**src/hw/rtl/touch_point_calibrate_macros.svh**
```systemverilog
// ----------------------------------------------------------------------------
// touch_point_calibrate assertion macros
// Shared concurrent assertion forms for the calibration pipeline.
// ----------------------------------------------------------------------------
`ifndef TOUCH_POINT_CALIBRATE_MACROS_SVH
`define TOUCH_POINT_CALIBRATE_MACROS_SVH

// holds at every edge out of reset
`define TPC_ASSERT_ALWAYS(label, clk, rst, expr) \
  label: assert property (@(posedge clk) disable iff (rst) (expr)) \
    else $error("touch_point_calibrate: invariant violated");

// antecedent implies consequent in the same cycle
`define TPC_ASSERT_IMP(label, clk, rst, ante, cons) \
  label: assert property (@(posedge clk) disable iff (rst) (ante) |-> (cons)) \
    else $error("touch_point_calibrate: implication violated");

`endif

```
**src/hw/rtl/tpc_pkg.sv**
```systemverilog
// ----------------------------------------------------------------------------
// tpc_pkg
// Types and constants shared by the touch point calibration pipeline.
// ----------------------------------------------------------------------------
package tpc_pkg;

  localparam int SAMPLE_BITS = 12;
  localparam int COORD_W     = 12;
  localparam int SIZE_W      = 13;
  localparam int MODE_W      = 3;
  localparam int PROD_W      = SAMPLE_BITS + COORD_W;
  localparam int DIV_STEP    = 2;
  localparam int DIV_STAGES  = COORD_W / DIV_STEP;
  localparam int PIPE_DEPTH  = DIV_STAGES + 3;
  localparam int FLIGHT_W    = $clog2(PIPE_DEPTH + 1);
  localparam int REG_COUNT   = 8;
  localparam int REG_IDX_W   = $clog2(REG_COUNT);
  localparam int PADDR_W     = REG_IDX_W + 2;
  localparam int PDATA_W     = 32;

  localparam logic [COORD_W-1:0] COORD_MAX = {COORD_W{1'b1}};

  localparam int MODE_SWAP  = 0;
  localparam int MODE_INV_X = 1;
  localparam int MODE_INV_Y = 2;

  typedef enum logic [REG_IDX_W-1:0] {
    REG_THRESHOLD = 3'd0,
    REG_X_MIN     = 3'd1,
    REG_X_MAX     = 3'd2,
    REG_Y_MIN     = 3'd3,
    REG_Y_MAX     = 3'd4,
    REG_WIDTH     = 3'd5,
    REG_HEIGHT    = 3'd6,
    REG_MODE      = 3'd7
  } reg_idx_t;

  typedef struct packed {
    logic [SAMPLE_BITS-1:0] pressure;
    logic [SAMPLE_BITS-1:0] raw_x;
    logic [SAMPLE_BITS-1:0] raw_y;
  } sample_t;

  typedef struct packed {
    logic [COORD_W-1:0]     point_x;
    logic [COORD_W-1:0]     point_y;
    logic [SAMPLE_BITS-1:0] strength;
    logic                   touches;
    logic                   pressed;
  } point_t;

  // live calibration, raw registers plus per-axis derived terms
  typedef struct packed {
    logic [SAMPLE_BITS-1:0] thr;
    logic [SAMPLE_BITS-1:0] x_lo;
    logic [SAMPLE_BITS-1:0] x_hi;
    logic [SAMPLE_BITS-1:0] y_lo;
    logic [SAMPLE_BITS-1:0] y_hi;
    logic [SAMPLE_BITS-1:0] dx;
    logic [SAMPLE_BITS-1:0] dy;
    logic [COORD_W-1:0]     span_x;
    logic [COORD_W-1:0]     span_y;
    logic                   x_flat;
    logic                   y_flat;
    logic                   x_rev;
    logic                   y_rev;
    logic                   swap;
    logic                   inv_x;
    logic                   inv_y;
  } calib_t;

  // restoring divider state: partial remainder, dividend low bits / quotient
  typedef struct packed {
    logic [SAMPLE_BITS-1:0] rem;
    logic [COORD_W-1:0]     lq;
  } axis_div_t;

  typedef struct packed {
    logic                   pressed;
    logic [SAMPLE_BITS-1:0] strength;
    axis_div_t              ax;
    axis_div_t              ay;
  } div_t;

endpackage

```
**src/hw/rtl/tpc_regs.sv**
```systemverilog
// ----------------------------------------------------------------------------
// tpc_regs
// APB register file and derived per-axis calibration terms.
// ----------------------------------------------------------------------------
module tpc_regs
  import tpc_pkg::*;
(
  input  logic               clk,
  input  logic               rst,
  input  logic               psel,
  input  logic               penable,
  input  logic               pwrite,
  input  logic [PADDR_W-1:0] paddr,
  input  logic [PDATA_W-1:0] pwdata,
  output logic [PDATA_W-1:0] prdata,
  output logic               pready,
  output calib_t             calib
);

  logic [SAMPLE_BITS-1:0] thr;
  logic [SAMPLE_BITS-1:0] x_lo;
  logic [SAMPLE_BITS-1:0] x_hi;
  logic [SAMPLE_BITS-1:0] y_lo;
  logic [SAMPLE_BITS-1:0] y_hi;
  logic [SIZE_W-1:0]      width;
  logic [SIZE_W-1:0]      height;
  logic [MODE_W-1:0]      mode;
  logic                   wr;
  reg_idx_t               idx;

  function automatic logic [COORD_W-1:0] span_of(logic [SIZE_W-1:0] size);
    logic [SIZE_W-1:0] s;
    s = size - SIZE_W'(1);
    if (size == '0) begin
      return '0;
    end else if (s > SIZE_W'(COORD_MAX)) begin
      return COORD_MAX;
    end else begin
      return s[COORD_W-1:0];
    end
  endfunction

  assign pready = 1'b1;
  assign wr     = psel && penable && pwrite;
  assign idx    = reg_idx_t'(paddr[PADDR_W-1:2]);

  always_ff @(posedge clk) begin
    if (rst) begin
      thr    <= '0;
      x_lo   <= '0;
      x_hi   <= SAMPLE_BITS'(4095);
      y_lo   <= '0;
      y_hi   <= SAMPLE_BITS'(4095);
      width  <= SIZE_W'(320);
      height <= SIZE_W'(240);
      mode   <= '0;
    end else if (wr) begin
      case (idx)
        REG_THRESHOLD: thr    <= pwdata[SAMPLE_BITS-1:0];
        REG_X_MIN:     x_lo   <= pwdata[SAMPLE_BITS-1:0];
        REG_X_MAX:     x_hi   <= pwdata[SAMPLE_BITS-1:0];
        REG_Y_MIN:     y_lo   <= pwdata[SAMPLE_BITS-1:0];
        REG_Y_MAX:     y_hi   <= pwdata[SAMPLE_BITS-1:0];
        REG_WIDTH:     width  <= pwdata[SIZE_W-1:0];
        REG_HEIGHT:    height <= pwdata[SIZE_W-1:0];
        REG_MODE:      mode   <= pwdata[MODE_W-1:0];
        default: ;
      endcase
    end
  end

  always_comb begin
    case (idx)
      REG_THRESHOLD: prdata = PDATA_W'(thr);
      REG_X_MIN:     prdata = PDATA_W'(x_lo);
      REG_X_MAX:     prdata = PDATA_W'(x_hi);
      REG_Y_MIN:     prdata = PDATA_W'(y_lo);
      REG_Y_MAX:     prdata = PDATA_W'(y_hi);
      REG_WIDTH:     prdata = PDATA_W'(width);
      REG_HEIGHT:    prdata = PDATA_W'(height);
      REG_MODE:      prdata = PDATA_W'(mode);
      default:       prdata = '0;
    endcase
  end

  always_comb begin
    calib.thr    = thr;
    calib.x_lo   = x_lo;
    calib.x_hi   = x_hi;
    calib.y_lo   = y_lo;
    calib.y_hi   = y_hi;
    calib.dx     = x_hi - x_lo;
    calib.dy     = y_hi - y_lo;
    calib.span_x = span_of(width);
    calib.span_y = span_of(height);
    calib.x_flat = (x_lo == x_hi);
    calib.y_flat = (y_lo == y_hi);
    calib.x_rev  = (x_lo > x_hi);
    calib.y_rev  = (y_lo > y_hi);
    calib.swap   = mode[MODE_SWAP];
    calib.inv_x  = mode[MODE_INV_X];
    calib.inv_y  = mode[MODE_INV_Y];
  end

endmodule

```
**src/hw/rtl/tpc_front.sv**
```systemverilog
// ----------------------------------------------------------------------------
// tpc_front
// Threshold, swap and window clamp, then offset times span, two stages.
// ----------------------------------------------------------------------------
module tpc_front
  import tpc_pkg::*;
(
  input  logic    clk,
  input  logic    rst,
  input  calib_t  calib,
  input  logic    in_valid,
  output logic    in_stall,
  input  sample_t in_data,
  output logic    out_valid,
  input  logic    out_stall,
  output div_t    out_data
);

  typedef struct packed {
    logic                   pressed;
    logic [SAMPLE_BITS-1:0] strength;
    logic [SAMPLE_BITS-1:0] nx;
    logic [SAMPLE_BITS-1:0] ny;
  } prep_t;

  function automatic logic [SAMPLE_BITS-1:0] clamp_off(
    logic [SAMPLE_BITS-1:0] raw, logic [SAMPLE_BITS-1:0] lo, logic [SAMPLE_BITS-1:0] hi);
    logic [SAMPLE_BITS-1:0] c;
    if (raw < lo) begin
      c = lo;
    end else if (raw > hi) begin
      c = hi;
    end else begin
      c = raw;
    end
    return c - lo;
  endfunction

  logic                   v1;
  prep_t                  d1;
  prep_t                  d1_next;
  logic                   rdy1;
  logic                   rdy2;
  logic [SAMPLE_BITS-1:0] rx;
  logic [SAMPLE_BITS-1:0] ry;
  logic [PROD_W-1:0]      px;
  logic [PROD_W-1:0]      py;

  assign rdy2     = !out_valid || !out_stall;
  assign rdy1     = !v1 || rdy2;
  assign in_stall = !rdy1;

  always_comb begin
    rx = calib.swap ? in_data.raw_y : in_data.raw_x;
    ry = calib.swap ? in_data.raw_x : in_data.raw_y;
    d1_next.pressed  = (in_data.pressure >= calib.thr);
    d1_next.strength = in_data.pressure;
    d1_next.nx       = clamp_off(rx, calib.x_lo, calib.x_hi);
    d1_next.ny       = clamp_off(ry, calib.y_lo, calib.y_hi);
  end

  assign px = PROD_W'(d1.nx) * PROD_W'(calib.span_x);
  assign py = PROD_W'(d1.ny) * PROD_W'(calib.span_y);

  always_ff @(posedge clk) begin
    if (rst) begin
      v1        <= 1'b0;
      out_valid <= 1'b0;
    end else begin
      if (rdy1) begin
        v1 <= in_valid;
      end
      if (rdy2) begin
        out_valid <= v1;
      end
    end
  end

  always_ff @(posedge clk) begin
    if (rdy1 && in_valid) begin
      d1 <= d1_next;
    end
    if (rdy2 && v1) begin
      out_data.pressed  <= d1.pressed;
      out_data.strength <= d1.strength;
      out_data.ax.rem   <= px[PROD_W-1:COORD_W];
      out_data.ax.lq    <= px[COORD_W-1:0];
      out_data.ay.rem   <= py[PROD_W-1:COORD_W];
      out_data.ay.lq    <= py[COORD_W-1:0];
    end
  end

endmodule

```
**src/hw/rtl/tpc_div_stage.sv**
```systemverilog
// ----------------------------------------------------------------------------
// tpc_div_stage
// One restoring-division stage, DIV_STEP quotient bits per axis.
// ----------------------------------------------------------------------------
module tpc_div_stage
  import tpc_pkg::*;
(
  input  logic   clk,
  input  logic   rst,
  input  calib_t calib,
  input  logic   in_valid,
  output logic   in_stall,
  input  div_t   in_data,
  output logic   out_valid,
  input  logic   out_stall,
  output div_t   out_data
);

  function automatic axis_div_t div_step(axis_div_t a, logic [SAMPLE_BITS-1:0] d);
    logic [SAMPLE_BITS:0] t;
    logic                 qb;
    axis_div_t            r;
    t  = {a.rem, a.lq[COORD_W-1]};
    qb = (t >= {1'b0, d});
    if (qb) begin
      t = t - {1'b0, d};
    end
    r.rem = t[SAMPLE_BITS-1:0];
    r.lq  = {a.lq[COORD_W-2:0], qb};
    return r;
  endfunction

  logic rdy;
  div_t nxt;

  assign rdy      = !out_valid || !out_stall;
  assign in_stall = !rdy;

  always_comb begin
    nxt = in_data;
    for (int k = 0; k < DIV_STEP; k++) begin
      nxt.ax = div_step(nxt.ax, calib.dx);
      nxt.ay = div_step(nxt.ay, calib.dy);
    end
  end

  always_ff @(posedge clk) begin
    if (rst) begin
      out_valid <= 1'b0;
    end else if (rdy) begin
      out_valid <= in_valid;
    end
  end

  always_ff @(posedge clk) begin
    if (rdy && in_valid) begin
      out_data <= nxt;
    end
  end

endmodule

```
**src/hw/rtl/tpc_back.sv**
```systemverilog
// ----------------------------------------------------------------------------
// tpc_back
// Window special cases, inversion, no-touch masking and output register.
// ----------------------------------------------------------------------------
module tpc_back
  import tpc_pkg::*;
(
  input  logic   clk,
  input  logic   rst,
  input  calib_t calib,
  input  logic   in_valid,
  output logic   in_stall,
  input  div_t   in_data,
  output logic   out_valid,
  input  logic   out_stall,
  output point_t out_data
);

  function automatic logic [COORD_W-1:0] finish(
    logic [COORD_W-1:0] q, logic [COORD_W-1:0] span, logic flat, logic rev, logic inv);
    logic [COORD_W-1:0] v;
    v = rev ? span : q;
    if (v > span) begin
      v = span;
    end
    if (inv) begin
      v = span - v;
    end
    return flat ? '0 : v;
  endfunction

  logic   rdy;
  point_t nxt;

  assign rdy      = !out_valid || !out_stall;
  assign in_stall = !rdy;

  always_comb begin
    nxt = '0;
    if (in_data.pressed) begin
      nxt.point_x  = finish(in_data.ax.lq, calib.span_x, calib.x_flat, calib.x_rev,
                            calib.inv_x);
      nxt.point_y  = finish(in_data.ay.lq, calib.span_y, calib.y_flat, calib.y_rev,
                            calib.inv_y);
      nxt.strength = in_data.strength;
      nxt.touches  = 1'b1;
      nxt.pressed  = 1'b1;
    end
  end

  always_ff @(posedge clk) begin
    if (rst) begin
      out_valid <= 1'b0;
    end else if (rdy) begin
      out_valid <= in_valid;
    end
  end

  always_ff @(posedge clk) begin
    if (rdy && in_valid) begin
      out_data <= nxt;
    end
  end

endmodule

```
**src/hw/rtl/touch_point_calibrate.sv**
```systemverilog
// ----------------------------------------------------------------------------
// touch_point_calibrate
// Linear calibration of resistive touch samples to pixel coordinates.
// ----------------------------------------------------------------------------
// Input beats (sample) carry pressure, raw_x, raw_y; output beats (point)
// carry point_x, point_y, strength, touches, pressed. One output beat per
// input beat, in order. Both channels: a beat moves when valid is high and
// stall is low.
// Pipeline: prep, multiply, six division stages (two quotient bits each),
// finish. One beat per cycle is sustained while point_stall stays low.
// Every stage holds its own valid bit and only stalls when its successor
// is full and stalled, so bubbles are squeezed out and up to nine beats
// can sit in flight before sample_stall rises.
// Configuration: APB writes at byte address 4*index, read back on prdata,
// pready tied high. Write only while no beat is in flight.
// Reset (rst, synchronous) empties the pipeline and loads register defaults:
// threshold 0, windows 0..4095, 320 x 240, no swap or inversion.
// ----------------------------------------------------------------------------
`include "touch_point_calibrate_macros.svh"

module touch_point_calibrate
  import tpc_pkg::*;
(
  input  logic               clk,
  input  logic               rst,
  input  logic               psel,
  input  logic               penable,
  input  logic               pwrite,
  input  logic [PADDR_W-1:0] paddr,
  input  logic [PDATA_W-1:0] pwdata,
  output logic [PDATA_W-1:0] prdata,
  output logic               pready,
  input  logic               sample_valid,
  output logic               sample_stall,
  input  sample_t            sample,
  output logic               point_valid,
  input  logic               point_stall,
  output point_t             point
);

  calib_t                calib;
  logic [DIV_STAGES:0]   dv;
  logic [DIV_STAGES:0]   ds;
  div_t                  dd [DIV_STAGES+1];
  logic [FLIGHT_W-1:0]   flight;
  logic [FLIGHT_W-1:0]   flight_next;

  tpc_regs u_regs (
    .clk     (clk),
    .rst     (rst),
    .psel    (psel),
    .penable (penable),
    .pwrite  (pwrite),
    .paddr   (paddr),
    .pwdata  (pwdata),
    .prdata  (prdata),
    .pready  (pready),
    .calib   (calib)
  );

  tpc_front u_front (
    .clk       (clk),
    .rst       (rst),
    .calib     (calib),
    .in_valid  (sample_valid),
    .in_stall  (sample_stall),
    .in_data   (sample),
    .out_valid (dv[0]),
    .out_stall (ds[0]),
    .out_data  (dd[0])
  );

  for (genvar i = 0; i < DIV_STAGES; i++) begin : g_div
    tpc_div_stage u_div (
      .clk       (clk),
      .rst       (rst),
      .calib     (calib),
      .in_valid  (dv[i]),
      .in_stall  (ds[i]),
      .in_data   (dd[i]),
      .out_valid (dv[i+1]),
      .out_stall (ds[i+1]),
      .out_data  (dd[i+1])
    );
  end

  tpc_back u_back (
    .clk       (clk),
    .rst       (rst),
    .calib     (calib),
    .in_valid  (dv[DIV_STAGES]),
    .in_stall  (ds[DIV_STAGES]),
    .in_data   (dd[DIV_STAGES]),
    .out_valid (point_valid),
    .out_stall (point_stall),
    .out_data  (point)
  );

  // beats accepted but not yet delivered
  always_comb begin
    flight_next = flight;
    if (sample_valid && !sample_stall) begin
      flight_next = flight_next + FLIGHT_W'(1);
    end
    if (point_valid && !point_stall) begin
      flight_next = flight_next - FLIGHT_W'(1);
    end
  end

  always_ff @(posedge clk) begin
    if (rst) begin
      flight <= '0;
    end else begin
      flight <= flight_next;
    end
  end

  `TPC_ASSERT_IMP(a_stall_only_when_full, clk, rst, sample_stall, point_valid && point_stall)
  `TPC_ASSERT_ALWAYS(a_flight_bound, clk, rst, flight <= FLIGHT_W'(PIPE_DEPTH))
  `TPC_ASSERT_IMP(a_no_invented_beat, clk, rst, flight == '0, !point_valid)
  `TPC_ASSERT_IMP(a_no_touch_zero, clk, rst, point_valid && !point.pressed, point == '0)

endmodule

```
**config.mk**
```make
export PLATFORM = sky130hd
export DESIGN_NAME = touch_point_calibrate
export DESIGN_NICKNAME = d
export VERILOG_FILES = /design/src/hw/rtl/tpc_pkg.sv /design/src/hw/rtl/tpc_regs.sv /design/src/hw/rtl/tpc_front.sv /design/src/hw/rtl/tpc_div_stage.sv /design/src/hw/rtl/tpc_back.sv /design/src/hw/rtl/touch_point_calibrate.sv
export VERILOG_INCLUDE_DIRS = /design/src /design/src/hw/rtl
export SDC_FILE = /design/constraint.sdc
export NUM_CORES = 2
export LEC_CHECK = 0
export ABC_CLOCK_PERIOD_IN_PS = 9800
export BUFFER_PORTS_ARGS = -buffer_cell sky130_fd_sc_hd__buf_2
export CORE_MARGIN = 1
export CORE_UTILIZATION = 65
export CTS_CLUSTER_SIZE = 10
export DETAILED_ROUTE_END_ITERATION = 12
export GPL_TIMING_DRIVEN = 0
export MAX_ROUTING_LAYER = met4
export PLACE_DENSITY = 0.83
export SYNTH_ARGS = -nofsm -noshare
export SYNTH_HDL_FRONTEND = slang
export SYNTH_SLANG_ARGS = --single-unit
export TNS_END_PERCENT = 10
```
**constraint.sdc**
```tcl
create_clock -name clk -period 9.8 [get_ports clk]
set_input_delay 1.47 -clock clk [delete_from_list [all_inputs] [get_ports clk]]
set_output_delay 1.47 -clock clk [all_outputs]
set_load 0.1 [all_outputs]
```
==> reports/metrics.csv <==
stage,metric,value,unit
hold_path,hp-class,reg -> reg,
die,die_x,279,um
finish,area_growth,9.48,%
critical_path,r2r_setup_slack,0.94,ns
clocking,cts_buffers,70,
timing,whs,0.409,ns
timing,period_needed,8.86,ns
synth,ys_types,87,
route,wire_per_inst,21.4,um
timing,finalCritPeriodShare,0.904,
power,p_seq_frac,0.264,
synth,synthFlopType,edfxtp_1,
grt,overflow,0,
power,p_per_area,223,nW/um2
critical_path,cp_max_fo,17,
route,drt_iter0_markers,4382,
critical_path,worst-path-buf-inv,4,
critical_path,worst_setup_path_start_kind,flop,
clocking,clock_path_buffers,3,
timing,drv_slew,0,
timing,skew,0.0294,ns
synth,synth_cells,5120,
critical_path,worst_path_most_repeated_cell,ha_1,
placed_design,placed_area,52500,um2
timing,fin_ws,0.941,ns
clocking,clock-root-buffer,clkbuf_16,
critical_path,setup.worst_path.class,reg -> reg,
timing,max_freq,113,MHz
finish,layout_common_cells,"564 x ha_1, 501 x inv_1, 491 x nand2_1",
critical_path,crit_chain,ha_1 -> inv_1 -> fa_1 -> inv_1 -> ha_1 -> nand2b_1 -> a21oi_1 -> o311ai_0 -> nand2_1 -> o21ai_1 -> clkbuf_1 -> mux2i_1 -> ha_1 -> nor2b_1 -> o31a_1 -> nor2_1 -> o21ai_0 -> a221oi_1 -> o21ai_0 -> a21oi_1 -> buf_2 -> mux2_2,
route,ant_nets,0,
power,p_total,12.1,mW
clocking,path_clk_slew,0.06,ns
power,p_clk_frac,0.194,
finish,fin_util,0.719,
clocking,cts-htree-levels,3,
timing,hold_viol,0,
grt,grt_pass1_vias,38116,
route,wl,136000,um
placed_design,gp_congestion,0.997,
power,p_sw,4.81,mW
die,rows,101,
route,drc_errors,0,
die,core,75800,um2
timing,setup_viol,0,
clocking,post_cts_buffers,0,
timing,rsz0062_at_grt,false,
critical_path,end_kind,flop,
timing,max-slew-margin-rel,0.0130,
run_status,violations,capacitance limit,
critical_path,crit_slowest_cell,fa_1,
critical_path,arrival,9.21,ns
power,power.leakage,23.8,nW
critical_path,cpPeakStageDelay,1.10,ns
grt,grt_pass1_wl,210000,um
synth,syn_area_per_cell,9.73,um2
grt,grt_use_met2,0.525,
flow_run,max_cap_violations,1,
die,ios,153,
grt,grt_use_total,0.357,
power,internal_power,7.33,mW
synth,syn_area,49800,um2
synth,yosysWarnings,0,
critical_path,cp_num_cells,22,
critical_path,required,10.15,ns
placed_design,io_buffers,106,
placed_design,pre_cts_ws,1.29,ns
timing,worstMarginPinSlew,1.47,ns
power,combPwrFrac,0.542,
grt,antenna_found_initial,4,
synth,async_flop_share,0,
grt,gr-usage-met3,0.0623,
power,peakVddDrop,0.000412,V
critical_path,r2r_cells,22,
route,dr.pass1.iters,8,
synth,synth-seq-area-share,0.327,
die,start_util,0.657,
route,num_vias,40748,
route,vias_per_cell,6.40,
synth,synth_seq_cells,575,
finish,final_nets,6224,
clocking,cts_resized,0,
finish,layout-drive-gt1-share,0.0942,
clocking,cts_hold_buf,0,
grt,grt_max_degree,32,
finish,final_cell_area,54500,um2
clocking,cts_tree,built,
clocking,clock_sinks,575,
placed_design,hpwl,104000,um
power,p_sw_frac,0.397,
die,chipHeight,279,um
grt,busiest_layer,met2,
synth,synth_edf_count,477,
run_status,status,finished with violations,
grt,grtUsageMet1,0.497,
hold_path,hold_path_depth,0,
finish,layout_commonest_cell,ha_1,
clocking,clk_latency,0.62,ns
critical_path,cpLargestDelayFamily,compound AO/OA/AOI/OAI gates,
die,dieArea,77700,um2
metrics by stage:
stage                     std cells  TNS [ns]
after floorplan                5138         0
after global placement         6222    -14.14
after detailed placement       6257         0
after CTS                      6362         0
after global routing           6365         0
final                          6365         0
power groups by stage:
stage          sequential [mW]  clock, mW  combinational [mW]
2_1_floorplan             3.23          0                5.14
4_1_cts                   3.21       2.36                6.52
6_report                  3.21       2.35                6.58
5_1_grt                   3.22       2.45                7.40
3_5_place_dp              3.26          0                6.44
3_3_place_gp              3.26          0                6.16
cell type report:
type	instances	area [um2]
buffer	171	744
fill	5463	21300
antenna	2	5.00
clock inverter	12	88.8
inverter	502	1880
multi-input combinational	3890	31200
clock buffer	93	1890
sequential	575	16300
timing repair buffer	142	1200
tap	978	1220
cell families (layout without fill, tap and decap cells):
group	count (synthesis)	in the layout	synth area share
AND/OR/NAND/NOR	1445	1445	0.138
AO/OA/AOI/OAI	1096	1096	0.142
adder cells (fa/ha/maj)	792	792	0.233
buffers and inverters	673	920	0.0528
flip-flops	575	575	0.327
multiplexers	273	273	0.0595
XOR/XNOR	264	264	0.0464
other	2	22	0.000151
sequential cells by signal (all words and copies together) (netlist names), 13 cells and up:
register and cells:
g_div.u_div.out_data 342, u_front.out_data 61, u_back.out_data 37, u_front.d1 37, u_regs.height 13, u_regs.width 13
cell usage after synthesis, types with 16 or more instances:
cell type    n  area share
o211ai_1    31      0.0047
a21o_1      94       0.014
o31ai_1     36      0.0054
nor3_1      90      0.0090
buf_4       21      0.0032
nand3_1     65      0.0065
xor2_1      92       0.016
dfxtp_1     98       0.039
a21boi_0    21      0.0032
or2_2       25      0.0031
a21oi_1    322       0.032
fa_1       228       0.092
ha_1       564        0.14
nand4_1     72      0.0090
and3_1      21      0.0026
edfxtp_1   477        0.29
nor2b_1     70      0.0088
nand2_1    491       0.037
mux2_2     162       0.037
o31a_1      24      0.0042
and2_1     126       0.016
a211oi_1    34      0.0051
inv_1      501       0.038
clkbuf_1   124      0.0093
xnor2_1    172       0.030
o21ai_0    226       0.023
a211o_1     34      0.0060
mux2i_1    108       0.022
o41ai_1     16      0.0028
nor2_1     338       0.025
nor4_1      17      0.0021
or3_1       31      0.0039
o21a_1      77       0.012
o21bai_1    30      0.0045
a31oi_1     24      0.0030
nand2b_1    37      0.0046
or4_1       19      0.0029
path summary, 6_finish.rpt:
kind,startpoint,to
worst max-delay path,u_regs.x_lo[0],g_div[0].u_div.out_data[46]
worst min-delay path,g_div[0].u_div.out_data[56],g_div[1].u_div.out_data[56]
worst max register to register,u_regs.x_lo[0],g_div[0].u_div.out_data[46]
worst min register to register,g_div[0].u_div.out_data[56],g_div[1].u_div.out_data[56]
per-layer routing:
metal  vias up  wire (um)
met5         -          0
met4         0       5050
met3       313      15300
met2      2143      59000
met1     19603      56600
li1      18689          -
(Power assumes the default switching activity.)
